File: src/hdl/psrl_pkg.sv
`timescale 1ns / 1ps
// psrl_pkg: shared types and constants of the source-text run lexer
// lexer modes, run kind codes, character codes and the queue entry width
// no dependencies
package psrl_pkg;

   // lexer mode of the front end
   typedef enum logic [2:0] {
      MODE_CODE,
      MODE_COMMENT,
      MODE_OPEN1,
      MODE_OPEN2,
      MODE_BODY
   } mode_type;

   // run kind codes as they leave the block
   localparam logic [1:0] KIND_CODE    = 2'd0;
   localparam logic [1:0] KIND_STRING  = 2'd1;
   localparam logic [1:0] KIND_COMMENT = 2'd2;
   localparam logic [1:0] KIND_SUBST   = 2'd3;

   // characters the lexer reacts to
   localparam logic [7:0] CHAR_SQUOTE  = 8'h27;
   localparam logic [7:0] CHAR_DQUOTE  = 8'h22;
   localparam logic [7:0] CHAR_HASH    = 8'h23;
   localparam logic [7:0] CHAR_PERCENT = 8'h25;
   localparam logic [7:0] CHAR_LPAREN  = 8'h28;
   localparam logic [7:0] CHAR_RPAREN  = 8'h29;
   localparam logic [7:0] CHAR_BSLASH  = 8'h5C;
   localparam logic [7:0] CHAR_CR      = 8'h0D;
   localparam logic [7:0] CHAR_LF      = 8'h0A;

   // fixed field widths of the ports
   localparam int START_BITS  = 24;
   localparam int LENGTH_BITS = 25;

   // queue entry: a two-run flag and two runs of kind, start and end (exclusive)
   function automatic int entry_bits(input int pos_bits);
      return 1 + 2 * (2 + pos_bits + pos_bits + 1);
   endfunction

endpackage

File: src/hdl/psrl_front.sv
`timescale 1ns / 1ps
// psrl_front: accepts bytes, tracks the lexer mode and position, and
// produces up to two finished runs per byte for the queue
// depends on psrl_pkg
module psrl_front #(
   parameter int POS_BITS = 24
) (
   input  logic                                      clock,
   input  logic                                      reset,
   input  logic                                      req_tvalid,
   output logic                                      req_tready,
   input  logic [7:0]                                req_tdata,  // text_byte
   input  logic                                      req_tlast,  // is_last
   input  logic                                      csr_valid,
   output logic                                      csr_ready,
   input  logic [psrl_pkg::START_BITS-1:0]           csr_data,   // start_offset
   input  logic                                      q_full,
   output logic                                      q_push,
   output logic [psrl_pkg::entry_bits(POS_BITS)-1:0] q_data
);
   import psrl_pkg::*;

   // same layout as in the back end
   typedef struct packed {
      logic [1:0]          kind;
      logic [POS_BITS-1:0] start;
      logic [POS_BITS:0]   stop;
   } run_type;

   typedef struct packed {
      logic    two;
      run_type first;
      run_type second;
   } entry_type;

   localparam logic [POS_BITS-1:0] POS_MAX      = '1;
   localparam logic [32:0]         POS_MAX_WIDE = 33'((64'd1 << POS_BITS) - 64'd1);

   // state registers
   mode_type            mode_ff,   mode_in;
   logic [7:0]          quote_ff,  quote_in;
   logic                triple_ff, triple_in;
   logic                pct_ff,    pct_in;
   logic                lookup_ff, lookup_in;
   logic                esc_ff,    esc_in;
   logic [1:0]          close_ff,  close_in;
   logic [POS_BITS-1:0] pos_ff;
   logic [POS_BITS:0]   ors_ff;
   logic                started_ff;
   logic [POS_BITS-1:0] offset_ff;

   // byte decode and run construction
   logic                accept;
   logic [7:0]          c;
   logic                is_quote;
   logic                is_eol;
   logic                do_code;
   logic                do_body;
   logic                do_close;
   logic                fire;
   logic [1:0]          fire_kind;
   logic                fire_inc;
   logic [POS_BITS:0]   p_ext;
   logic [POS_BITS:0]   p_inc;
   logic                p_ge;
   logic                p_gt;
   logic [POS_BITS:0]   ors_a;
   logic                a_ok;
   logic                b_ok;
   logic [1:0]          kind_b;
   run_type             run_a;
   run_type             run_b;
   entry_type           entry;
   logic [32:0]         csr_wide;
   logic [POS_BITS-1:0] offset_capped;

   function automatic logic is_letter(input logic [7:0] ch);
      return (ch >= 8'h61 && ch <= 8'h7A) || (ch >= 8'h41 && ch <= 8'h5A);
   endfunction

   assign req_tready = !q_full;
   assign csr_ready  = 1'b1;
   assign accept     = req_tvalid && req_tready;
   assign c          = req_tdata;
   assign is_quote   = (c == quote_ff);
   assign is_eol     = (c == CHAR_CR) || (c == CHAR_LF);

   // position compare shared by both runs
   assign p_ext = {1'b0, pos_ff};
   assign p_inc = p_ext + (POS_BITS + 1)'(1);
   assign p_ge  = (p_ext >= ors_ff);
   assign p_gt  = p_ge && (p_ext != ors_ff);

   // start offset cut to the position range
   assign csr_wide      = 33'(csr_data);
   assign offset_capped = (csr_wide > POS_MAX_WIDE) ? POS_MAX : csr_wide[POS_BITS-1:0];

   // next mode and the run closed by this byte
   always_comb begin
      mode_in   = mode_ff;
      quote_in  = quote_ff;
      triple_in = triple_ff;
      pct_in    = pct_ff;
      lookup_in = lookup_ff;
      esc_in    = esc_ff;
      close_in  = close_ff;
      fire      = 1'b0;
      fire_kind = KIND_CODE;
      fire_inc  = 1'b0;
      do_code   = 1'b0;
      do_body   = 1'b0;
      do_close  = 1'b0;

      case (mode_ff)
         MODE_COMMENT: begin
            if (is_eol) begin
               fire      = 1'b1;
               fire_kind = KIND_COMMENT;
               fire_inc  = 1'b1;
               mode_in   = MODE_CODE;
            end
         end
         MODE_OPEN1: begin
            if (is_quote) begin
               mode_in = MODE_OPEN2;
            end else begin
               mode_in = MODE_BODY;
               do_body = 1'b1;
            end
         end
         MODE_OPEN2: begin
            if (is_quote) begin
               triple_in = 1'b1;
               mode_in   = MODE_BODY;
            end else begin
               // empty string, the byte is looked at again as code
               fire      = 1'b1;
               fire_kind = KIND_STRING;
               fire_inc  = 1'b0;
               mode_in   = MODE_CODE;
               do_code   = 1'b1;
            end
         end
         MODE_BODY: begin
            do_body = 1'b1;
         end
         default: begin
            mode_in = MODE_CODE;
            do_code = 1'b1;
         end
      endcase

      // string body byte
      if (do_body) begin
         if (esc_ff) begin
            esc_in = 1'b0;
         end else if (close_ff != 2'd0 && is_quote) begin
            if (close_ff == 2'd2) begin
               do_close = 1'b1;
            end else begin
               close_in = close_ff + 2'd1;
            end
         end else begin
            // broken triple close falls through as a normal byte
            close_in = 2'd0;
            if (pct_ff) begin
               if (is_letter(c)) begin
                  fire      = 1'b1;
                  fire_kind = KIND_SUBST;
                  fire_inc  = 1'b1;
               end else if (c == CHAR_LPAREN) begin
                  lookup_in = 1'b1;
               end
            end
            pct_in = 1'b0;
            if (is_quote) begin
               if (triple_ff) begin
                  close_in = 2'd1;
               end else begin
                  do_close = 1'b1;
               end
            end else if (c == CHAR_BSLASH) begin
               esc_in = 1'b1;
            end else if (is_eol) begin
               if (!triple_ff) begin
                  do_close = 1'b1;
               end
            end else if (c == CHAR_PERCENT) begin
               fire      = 1'b1;
               fire_kind = KIND_STRING;
               fire_inc  = 1'b0;
               pct_in    = 1'b1;
            end else if (c == CHAR_RPAREN && lookup_ff) begin
               fire      = 1'b1;
               fire_kind = KIND_SUBST;
               fire_inc  = 1'b1;
               lookup_in = 1'b0;
            end
         end
      end

      // string ends at this byte
      if (do_close) begin
         fire      = 1'b1;
         fire_kind = lookup_ff ? KIND_SUBST : KIND_STRING;
         fire_inc  = 1'b1;
         triple_in = 1'b0;
         pct_in    = 1'b0;
         lookup_in = 1'b0;
         esc_in    = 1'b0;
         close_in  = 2'd0;
         mode_in   = MODE_CODE;
      end

      // code byte: quote opens a string, hash a comment
      if (do_code) begin
         if (c == CHAR_SQUOTE || c == CHAR_DQUOTE) begin
            if (!fire) begin
               fire      = 1'b1;
               fire_kind = KIND_CODE;
               fire_inc  = 1'b0;
            end
            quote_in  = c;
            triple_in = 1'b0;
            pct_in    = 1'b0;
            lookup_in = 1'b0;
            esc_in    = 1'b0;
            close_in  = 2'd0;
            mode_in   = MODE_OPEN1;
         end else if (c == CHAR_HASH) begin
            if (!fire) begin
               fire      = 1'b1;
               fire_kind = KIND_CODE;
               fire_inc  = 1'b0;
            end
            mode_in = MODE_COMMENT;
         end
      end
   end

   // run start after the mode run, and the end-of-text run
   always_comb begin
      ors_a = ors_ff;
      if (fire) begin
         ors_a = fire_inc ? p_inc : p_ext;
      end
      a_ok = fire && (fire_inc ? p_ge : p_gt);
      b_ok = req_tlast && (fire ? !fire_inc : p_ge);
      case (mode_in)
         MODE_CODE:    kind_b = KIND_CODE;
         MODE_COMMENT: kind_b = KIND_COMMENT;
         default:      kind_b = lookup_in ? KIND_SUBST : KIND_STRING;
      endcase
   end

   // queue entry, the first valid run always in front
   always_comb begin
      run_a.kind   = fire_kind;
      run_a.start  = ors_ff[POS_BITS-1:0];
      run_a.stop   = fire_inc ? p_inc : p_ext;
      run_b.kind   = kind_b;
      run_b.start  = ors_a[POS_BITS-1:0];
      run_b.stop   = p_inc;
      entry.two    = a_ok && b_ok;
      entry.first  = a_ok ? run_a : run_b;
      entry.second = run_b;
   end

   assign q_push = accept && (a_ok || b_ok);
   assign q_data = entry;

   // lexer state register
   always_ff @(posedge clock) begin
      if (reset) begin
         mode_ff    <= MODE_CODE;
         quote_ff   <= 8'h00;
         triple_ff  <= 1'b0;
         pct_ff     <= 1'b0;
         lookup_ff  <= 1'b0;
         esc_ff     <= 1'b0;
         close_ff   <= 2'd0;
         pos_ff     <= '0;
         ors_ff     <= '0;
         started_ff <= 1'b0;
         offset_ff  <= '0;
      end else begin
         if (csr_valid && csr_ready) begin
            offset_ff <= offset_capped;
         end
         if (accept) begin
            if (req_tlast) begin
               // text done, back to the start of a new one
               mode_ff    <= MODE_CODE;
               quote_ff   <= 8'h00;
               triple_ff  <= 1'b0;
               pct_ff     <= 1'b0;
               lookup_ff  <= 1'b0;
               esc_ff     <= 1'b0;
               close_ff   <= 2'd0;
               pos_ff     <= offset_ff;
               ors_ff     <= {1'b0, offset_ff};
               started_ff <= 1'b0;
            end else begin
               mode_ff    <= mode_in;
               quote_ff   <= quote_in;
               triple_ff  <= triple_in;
               pct_ff     <= pct_in;
               lookup_ff  <= lookup_in;
               esc_ff     <= esc_in;
               close_ff   <= close_in;
               pos_ff     <= (pos_ff == POS_MAX) ? POS_MAX : pos_ff + 1'b1;
               ors_ff     <= ors_a;
               started_ff <= 1'b1;
            end
         end else if (csr_valid && csr_ready && !started_ff) begin
            // offset moves the position at once before the first byte
            pos_ff <= offset_capped;
            ors_ff <= {1'b0, offset_capped};
         end
      end
   end

endmodule

File: src/hdl/psrl_queue.sv
`timescale 1ns / 1ps
// psrl_queue: short first-in first-out queue of run entries between the
// front and back ends of the lexer
// no package dependencies
module psrl_queue #(
   parameter int WIDTH = 103,
   parameter int DEPTH = 4   // two or more
) (
   input  logic             clock,
   input  logic             reset,
   input  logic             push,
   input  logic [WIDTH-1:0] push_data,
   output logic             full,
   input  logic             pop,
   output logic             head_valid,
   output logic [WIDTH-1:0] head_data
);
   localparam int PTR_BITS = $clog2(DEPTH);
   localparam int CNT_BITS = $clog2(DEPTH + 1);

   logic [WIDTH-1:0]    slot_ff [DEPTH];
   logic [PTR_BITS-1:0] wr_ptr_ff, wr_ptr_in;
   logic [PTR_BITS-1:0] rd_ptr_ff, rd_ptr_in;
   logic [CNT_BITS-1:0] count_ff,  count_in;

   assign full       = (count_ff == CNT_BITS'(DEPTH));
   assign head_valid = (count_ff != '0);
   assign head_data  = slot_ff[rd_ptr_ff];

   // pointer and fill level update
   always_comb begin
      wr_ptr_in = wr_ptr_ff;
      rd_ptr_in = rd_ptr_ff;
      if (push) begin
         wr_ptr_in = (wr_ptr_ff == PTR_BITS'(DEPTH - 1)) ? '0 : wr_ptr_ff + 1'b1;
      end
      if (pop) begin
         rd_ptr_in = (rd_ptr_ff == PTR_BITS'(DEPTH - 1)) ? '0 : rd_ptr_ff + 1'b1;
      end
      case ({push, pop})
         2'b10:   count_in = count_ff + 1'b1;
         2'b01:   count_in = count_ff - 1'b1;
         default: count_in = count_ff;
      endcase
   end

   always_ff @(posedge clock) begin
      if (reset) begin
         wr_ptr_ff <= '0;
         rd_ptr_ff <= '0;
         count_ff  <= '0;
      end else begin
         wr_ptr_ff <= wr_ptr_in;
         rd_ptr_ff <= rd_ptr_in;
         count_ff  <= count_in;
      end
   end

   // entry storage
   always_ff @(posedge clock) begin
      if (push) begin
         slot_ff[wr_ptr_ff] <= push_data;
      end
   end

endmodule

File: src/hdl/psrl_back.sv
`timescale 1ns / 1ps
// psrl_back: takes run entries from the queue and hands them out one run
// per item through the output register, with length and last-run mark
// depends on psrl_pkg
module psrl_back #(
   parameter int POS_BITS = 24
) (
   input  logic                                      clock,
   input  logic                                      reset,
   input  logic                                      head_valid,
   input  logic [psrl_pkg::entry_bits(POS_BITS)-1:0] head_data,
   output logic                                      pop,
   output logic                                      rsp_tvalid,
   input  logic                                      rsp_tready,
   output logic [55:0]                               rsp_tdata,  // run_start, run_length
   output logic                                      rsp_tlast,  // final_res
   output logic [1:0]                                rsp_tuser   // run_kind
);
   import psrl_pkg::*;

   // same layout as in the front end
   typedef struct packed {
      logic [1:0]          kind;
      logic [POS_BITS-1:0] start;
      logic [POS_BITS:0]   stop;
   } run_type;

   typedef struct packed {
      logic    two;
      run_type first;
      run_type second;
   } entry_type;

   entry_type              head;
   run_type                cur;
   logic                   load;
   logic                   is_final;
   logic [POS_BITS:0]      diff;
   logic [32:0]            start_wide;
   logic [32:0]            len_wide;
   logic                   sub_ff,   sub_in;
   logic                   valid_ff, valid_in;
   logic [1:0]             kind_ff;
   logic [START_BITS-1:0]  start_ff;
   logic [LENGTH_BITS-1:0] len_ff;
   logic                   last_ff;

   assign head = head_data;

   // pick the run due next and work out its length
   always_comb begin
      cur        = sub_ff ? head.second : head.first;
      is_final   = !head.two || sub_ff;
      load       = head_valid && (!valid_ff || rsp_tready);
      diff       = cur.stop - {1'b0, cur.start};
      start_wide = 33'(cur.start);
      len_wide   = 33'(diff);
      pop        = load && is_final;
      sub_in     = load ? !is_final : sub_ff;
      valid_in   = load ? 1'b1 : (valid_ff && !rsp_tready);
   end

   always_ff @(posedge clock) begin
      if (reset) begin
         sub_ff   <= 1'b0;
         valid_ff <= 1'b0;
      end else begin
         sub_ff   <= sub_in;
         valid_ff <= valid_in;
      end
   end

   // output payload register
   always_ff @(posedge clock) begin
      if (load) begin
         kind_ff  <= cur.kind;
         start_ff <= start_wide[START_BITS-1:0];
         len_ff   <= len_wide[LENGTH_BITS-1:0];
         last_ff  <= is_final;
      end
   end

   assign rsp_tvalid = valid_ff;
   assign rsp_tdata  = {7'b0, len_ff, start_ff};
   assign rsp_tlast  = last_ff;
   assign rsp_tuser  = kind_ff;

endmodule

File: src/hdl/python_syntax_run_lexer_top.sv
`timescale 1ns / 1ps
// Source-text run lexer, top level.
// Bytes of source text enter on the req_ channel, one byte per item, with
// req_tlast on the final byte of a text. Runs of code, string, line comment
// and format substitution leave on the rsp_ channel as kind (rsp_tuser),
// start and length (rsp_tdata); rsp_tlast marks the last run caused by a byte.
// csr_ sets the text position of the first byte; it takes effect at once
// before the first byte of a text, otherwise from the next text.
// A byte is taken every cycle while the four-entry run queue has room; a
// byte that closes no run leaves nothing in the queue. The output register
// sends one run per cycle while rsp_tready is high, so a byte that closes
// two runs holds the output for both of them. A first run passes through
// the queue and then the output register after its byte is accepted.
// When rsp_tready is low the output register holds its run, the queue fills,
// and req_tready drops once it is full.
// Reset (synchronous, active high) empties queue and output, puts the lexer
// in code mode and sets the start position to zero; no clearing pass follows.
// Depends on psrl_pkg, psrl_front, psrl_queue and psrl_back.
module python_syntax_run_lexer_top #(
   parameter int POS_BITS    = 24,  // 8 to 32
   parameter int QUEUE_DEPTH = 4
) (
   input  logic                           clock,
   input  logic                           reset,
   input  logic                           req_tvalid,
   output logic                           req_tready,
   input  logic [7:0]                     req_tdata,  // text_byte
   input  logic                           req_tlast,  // is_last
   output logic                           rsp_tvalid,
   input  logic                           rsp_tready,
   output logic [55:0]                    rsp_tdata,  // run_start, run_length, zero fill
   output logic                           rsp_tlast,  // final_res
   output logic [1:0]                     rsp_tuser,  // run_kind
   input  logic                           csr_valid,
   output logic                           csr_ready,
   input  logic [psrl_pkg::START_BITS-1:0] csr_data   // start_offset
);
   import psrl_pkg::*;

   localparam int ENTRY_BITS = entry_bits(POS_BITS);

   logic                  q_full;
   logic                  q_push;
   logic [ENTRY_BITS-1:0] q_data;
   logic                  q_pop;
   logic                  q_head_valid;
   logic [ENTRY_BITS-1:0] q_head_data;

   // byte classification and run construction
   psrl_front #(
      .POS_BITS (POS_BITS)
   ) u_front (
      .clock      (clock),
      .reset      (reset),
      .req_tvalid (req_tvalid),
      .req_tready (req_tready),
      .req_tdata  (req_tdata),
      .req_tlast  (req_tlast),
      .csr_valid  (csr_valid),
      .csr_ready  (csr_ready),
      .csr_data   (csr_data),
      .q_full     (q_full),
      .q_push     (q_push),
      .q_data     (q_data)
   );

   // run queue
   psrl_queue #(
      .WIDTH (ENTRY_BITS),
      .DEPTH (QUEUE_DEPTH)
   ) u_queue (
      .clock      (clock),
      .reset      (reset),
      .push       (q_push),
      .push_data  (q_data),
      .full       (q_full),
      .pop        (q_pop),
      .head_valid (q_head_valid),
      .head_data  (q_head_data)
   );

   // run output
   psrl_back #(
      .POS_BITS (POS_BITS)
   ) u_back (
      .clock      (clock),
      .reset      (reset),
      .head_valid (q_head_valid),
      .head_data  (q_head_data),
      .pop        (q_pop),
      .rsp_tvalid (rsp_tvalid),
      .rsp_tready (rsp_tready),
      .rsp_tdata  (rsp_tdata),
      .rsp_tlast  (rsp_tlast),
      .rsp_tuser  (rsp_tuser)
   );

endmodule

File: config.mk
export PLATFORM = sky130hd
export DESIGN_NAME = python_syntax_run_lexer_top
export DESIGN_NICKNAME = d
export VERILOG_FILES = /design/src/hdl/psrl_pkg.sv /design/src/hdl/psrl_front.sv /design/src/hdl/psrl_queue.sv /design/src/hdl/psrl_back.sv /design/src/hdl/python_syntax_run_lexer_top.sv
export SDC_FILE = /design/constraint.sdc
export NUM_CORES = 1
export LEC_CHECK = 0
export ABC_AREA = 0
export BUFFER_PORTS_ARGS = -buffer_cell sky130_fd_sc_hd__buf_2
export CORE_MARGIN = 4
export CORE_UTILIZATION = 60
export CTS_BUF_LIST = sky130_fd_sc_hd__clkbuf_8 sky130_fd_sc_hd__clkbuf_16
export CTS_CLUSTER_DIAMETER = 150
export DETAILED_ROUTE_END_ITERATION = 16
export PLACE_DENSITY = 0.78
export SYNTH_ARGS = -nofsm -noshare
export SYNTH_HDL_FRONTEND = slang
export SYNTH_SLANG_ARGS = --single-unit
File: constraint.sdc
create_clock -name clock -period 7.73 [get_ports clock]
set_input_delay 0.773 -clock clock [delete_from_list [all_inputs] [get_ports clock]]
set_output_delay 0.773 -clock clock [all_outputs]
set_load 0.01 [all_outputs]
# == Word level (Yosys, flattened, before mapping) ==
# Memories as Yosys holds them, arrays and structs flattened. A register that Yosys moved wholly into a read port is not among the register bits.
# Index checks and enable logic that the tools add are counted.
# W data, S select, Z words.
# word_totals
in_bits,38
mem_bits_rw,412
elab_cells,247
output_inout_bits,62
ff_bits,152
mem_count,1
# mem_list
name,depth,width,rd,rd_ports_with_merged_regs,wr,line_no,source
u_queue.slot_ff,4,103,1,1,1,psrl_queue.sv:21,logic [WIDTH-1:0] slot_ff [DEPTH];
# op_classes
order_cmp,6
reduce_logical,37
n_mux,150
eq_ne,24
add_sub_neg,8
# ops
operator,n
$mux W25,5
$mux W24,5
$mux W51,2
$mux W1,89
$mux W2,31
$eq A8 B6 Y1 const B,6
$add A24 B1 Y25 const B,1
$ge A24 B25 Y1,1
$ne A24 B25 Y1,1
$sub A25 B24 Y25,1
$add A24 B1 Y24 const B,1
$eq A24 B24 Y1 const B,1
$gt A24 B24 Y1 const B,1
$mux W3,8
$mux W8,3
$eq A8 B4 Y1 const B,2
$ge A8 B7 Y1 const B,2
$le A8 B7 Y1 const B,2
$logic_and A1 B1 Y1,14
$pmux W3 S4,1
$reduce_bool A2 Y1,5
$eq A2 B2 Y1 const B,4
$eq A8 B7 Y1 const B,1
$eq A8 B8 Y1,1
18 further kinds,37

# == Longest topological paths before layout ==
# depth
depth_word,26
depth_mapped,18
depth_no_buf,17

# == Modules after synthesis ==
# A second synthesis with hierarchy kept.
# hier_totals
hier_cells,1821
hier_area_um2,26226.4
# modules_own_cells
module,area_per_inst_um2,cells_per_inst,seq_area_each_um2,n_inst
psrl_queue,15377.2,582,12552.0,1
psrl_front,7233.2,924,1821.7,1
psrl_back,3616.0,315,1601.5,1

# == Least setup slack after synthesis ==
# OpenSTA, ideal clock, no wires.
# synth_timing
path_type,input -> register
from,input port req_tdata[3]
to,"memory u_queue.slot_ff[0][0], enable pin"
arrival_ns,5.198
setup_ns,0.474
path_buffers,2
cell_stages,11
path_slack_ns,2.058
required_ns,7.256
path_cell_list,buf_6 > xor2_1 > nor4_4 > a22o_1 > nand4b_4 > o211a_2 > nand4_4 > o311ai_2 > buf_2 > o21ai_1 > and2_1
# synth_between
elab_chain_len,26
word_cells_on_any_way,70
cone_classes,order compare: 4; eq/ne: 9; mux: 45; reduce/logical: 12
# synth_lines
item,line_no,source
start: declaration,python_syntax_run_lexer_top.sv:27,"input logic [7:0] req_tdata,"
branches (longest 22 deep; another with $ge A8 B7 Y1),n/a,
$logic_or A1 B1 Y1 (*),psrl_front.sv:269,assign q_push = accept && (a_ok || b_ok);
$logic_and A1 B1 Y1 (*),psrl_front.sv:269,
$mux W1 (*),psrl_queue.sv:61,if (push) begin
$mux W1 (implied by the code) (*),psrl_queue.sv:62,slot_ff[wr_ptr_ff] <= push_data;
end: declaration,psrl_queue.sv:21,
# Every way passes the cells marked *.

==> metrics.cfg <==
[global_routing]
grt_overflow=0
antenna_found_initial=1
first_global_vias=16200
grt_pass1_wl_mm=96.7
groute.usage.overall=0.271
grt_max_degree=77

[final_layout]
drive_above_1_share=0.185
final_cell_area_mm2=0.0285
fin_nets=2056
syn2layout_area_growth_pct=10.7
final-seq-area_mm2=0.0160
nFillCells=2795
multi_input_area_mm2=0.00902
antenna_cells=0

[timing]
clock.fmax_ghz=0.191
final-hold-violation-count=0
final-setup-viol-count=0
setup_tns_ns=0
rsz0062_at_grt=no
worst_pin_slew_ns=1.19
period_needed_ns=5.25
finalCritPeriodShare=0.679
maxSlewHeadroom=0.210
finalMaxSlewViolations=0
finalWorstSetupSlack_ns=2.48
clock_skew_ns=0.0243

[die]
core.rowCount=75
io_pins=100
dieHeight_um=215
core_mm2=0.0422
design.die.area_mm2=0.0463
start_util=0.610
die_x_um=215

[route]
vias=16500
drtPass1Iterations=6
drc=0
routed_via_density=6.48
wl_per_cell_um=24.7
drt-initial-drc-count=1996
detail-route-antenna-nets=0
routed_wl_mm=62.9

[setup_path]
cp_top_family=compound AO/OA/AOI/OAI gates
slowest_delay_ns=0.80
critPathMaxFanout=44
start_kind=flop
path_buf_inv=1
required_ns=8.07
cp.arrival_ns=5.59
crit_slowest_cell=buf_4
crit_type=reg2reg
end_kind=flop
path_cells=buf_4 -> mux4_2 -> nand2_1 -> and2_1 -> ha_1 -> and3_1 -> nand4_1 -> a211o_1 -> a31oi_1 -> a211oi_1 -> o31ai_1 -> a21oi_1 -> xnor2_1

[clock_tree]
cts_resized=0
clock_latency_ns=0.61
h-tree-depth=2
postCtsSetupRepairBufs=0
root_buffer=clkbuf_16
clk_pin_slew_worst_paths_ns=0.07
cts_made_buffers=53
cts_tree=done
cts.hold.buffers_added=0
clock_sinks=566
clk_path_buf_depth=3

[synth]
synth.distinct_cells=79
synth_flop_cell=edfxtp_1
avgSynthCellArea_um2=13.5
synth_top_family_by_area=multiplexers
async_reset_ff_frac=0
yosys.area_share.simple=0.0937
synthMuxAreaShare=0.115
synth-compound-area-share=0.0765
synth_edf_count=464
synth_seq_cells=566
syn_area_mm2=0.0258
synthAdderAreaFrac=0.0297
yosys_warnings=0
synth_cells=1904
yosysSeqAreaShare=0.620
synthXorXnorAreaFrac=0.0333

[placement]
dpl-instance-area_mm2=0.0266
port_buffers=91
pre_cts_ws_ns=2.33
place_hpwl_mm=40.0
place_congestion=0.898

[power]
pwr-share-clk=0.287
switchingPower_w=0.00312
p_sw_frac=0.322
intPower_w=0.00658
cellLeakagePower_nw=10.3
combinationalPowerShare=0.307
ir_drop_v=0.000193
power_frac_seq=0.406
pwr_density_cell_mw_per_mm2=340

[flow_run]
max_cap_violations=0

[status]
status=finished clean

[min_path]
hold_path_class=in2reg

final timing paths:
| path | end | slack [ns] | cells after the start | startpoint |
|---|---|---|---|---|
| max | u_back.len_ff[24] | 2.48 | 13 | flop |
| min | u_front.offset_ff[16] | 0.43 | 3 | csr_data[16] |
| max reg2reg | u_back.len_ff[24] | 2.48 | 13 | flop |
| min reg2reg | u_front.started_ff | 0.46 | 1 | u_front.started_ff |
power groups by stage:
stage	Combinational [W]	Clock, W	Sequential [W]
final	0.00298	0.00278	0.00394
after global routing	0.00321	0.00296	0.00398
after CTS	0.00296	0.00281	0.00395
after detailed placement	0.00293	0	0.00401
after global placement	0.00286	0	0.00400
after floorplan	0.00199	0	0.00400
metal layers:
layer,GRT usage,share of wire
met4,0.0934,0.033
met5,0,0.00014
met2,0.436,0.48
met3,0.0445,0.090
met1,0.381,0.40
synthesized netlist by cell type, types with 18 or more instances:
library cell	count	share of area
edfxtp_1	464	0.54
xnor2_1	55	0.019
a31oi_1	28	0.0068
mux2i_1	39	0.015
nand2_1	189	0.028
a211oi_1	18	0.0052
clkbuf_1	75	0.011
nand3_1	31	0.0060
buf_1	19	0.0028
a21oi_1	79	0.015
ha_1	58	0.028
xor2_1	43	0.015
o21ai_0	66	0.013
and2_1	31	0.0075
inv_1	72	0.010
mux4_2	103	0.090
nor3_1	20	0.0039
dfxtp_1	102	0.079
nor2_1	172	0.025
flip-flops by register name, summed over array words and instances (netlist names), 2 cells and up, named ones only:
| register | cells |
|---|---|
| u_front.offset_ff | 24 |
| u_queue.rd_ptr_ff | 2 |
| u_back.len_ff | 25 |
| u_back.start_ff | 24 |
| u_queue.count_ff | 3 |
| u_front.close_ff | 2 |
| u_front.quote_ff | 8 |
| u_front.pos_ff | 24 |
| u_back.rsp_tuser | 2 |
| u_front.ors_ff | 25 |
| u_front.mode_ff | 3 |
| u_queue.slot_ff | 412 |
| u_queue.wr_ptr_ff | 2 |
tightest hold or removal path: stages:
cell and delay (ns):
buf_2 0.08, mux2i_1 0.06, nor2_1 0.07
layout make-up:
cell class              count  area share
well taps                 539      0.0237
flip-flops and latches    566       0.561
repair buffers            115      0.0232
multi-input cells        1149       0.317
clock inverters            39      0.0161
inverters                  73     0.00961
clock buffers              60      0.0503
layout by cell type (no fill, tap or decap), drive strengths merged, types with 19 or more instances in the layout:
cell type	instances
a211oi	19
a21oi	79
a31oi	28
and2	31
buf	115
clkbuf	60
dfxtp	102
edfxtp	464
ha	58
inv	86
mux2i	45
mux4	103
nand2	189
nand3	32
nor2	172
nor3	22
o21ai	70
xnor2	55
xor2	43
stage by stage:
| step | utilization | hold slack, ns | cells | power (W) |
|---|---|---|---|---|
| CTS | 0.675 | 0.407 | 2541 | 0.00972 |
| detailed placement | 0.630 | 0.450 | 2442 | 0.00694 |
| global route | 0.675 | 0.427 | 2541 | 0.0101 |
| floorplan | - | 0.432 | 1910 | 0.00599 |
| finish | 0.675 | 0.433 | 2541 | 0.00970 |
| global placement | 0.630 | 0.441 | 2442 | 0.00685 |
logic make-up after synthesis:
logic type,Yosys count
buffers and inverters,195
AND/OR/NAND/NOR,523
multiplexers,163
AO/OA/AOI/OAI,297
XOR/XNOR,98
flip-flops,566
adder cells (fa/ha/maj),60
other,2
Note: power is estimated with default switching activity, not from simulation.
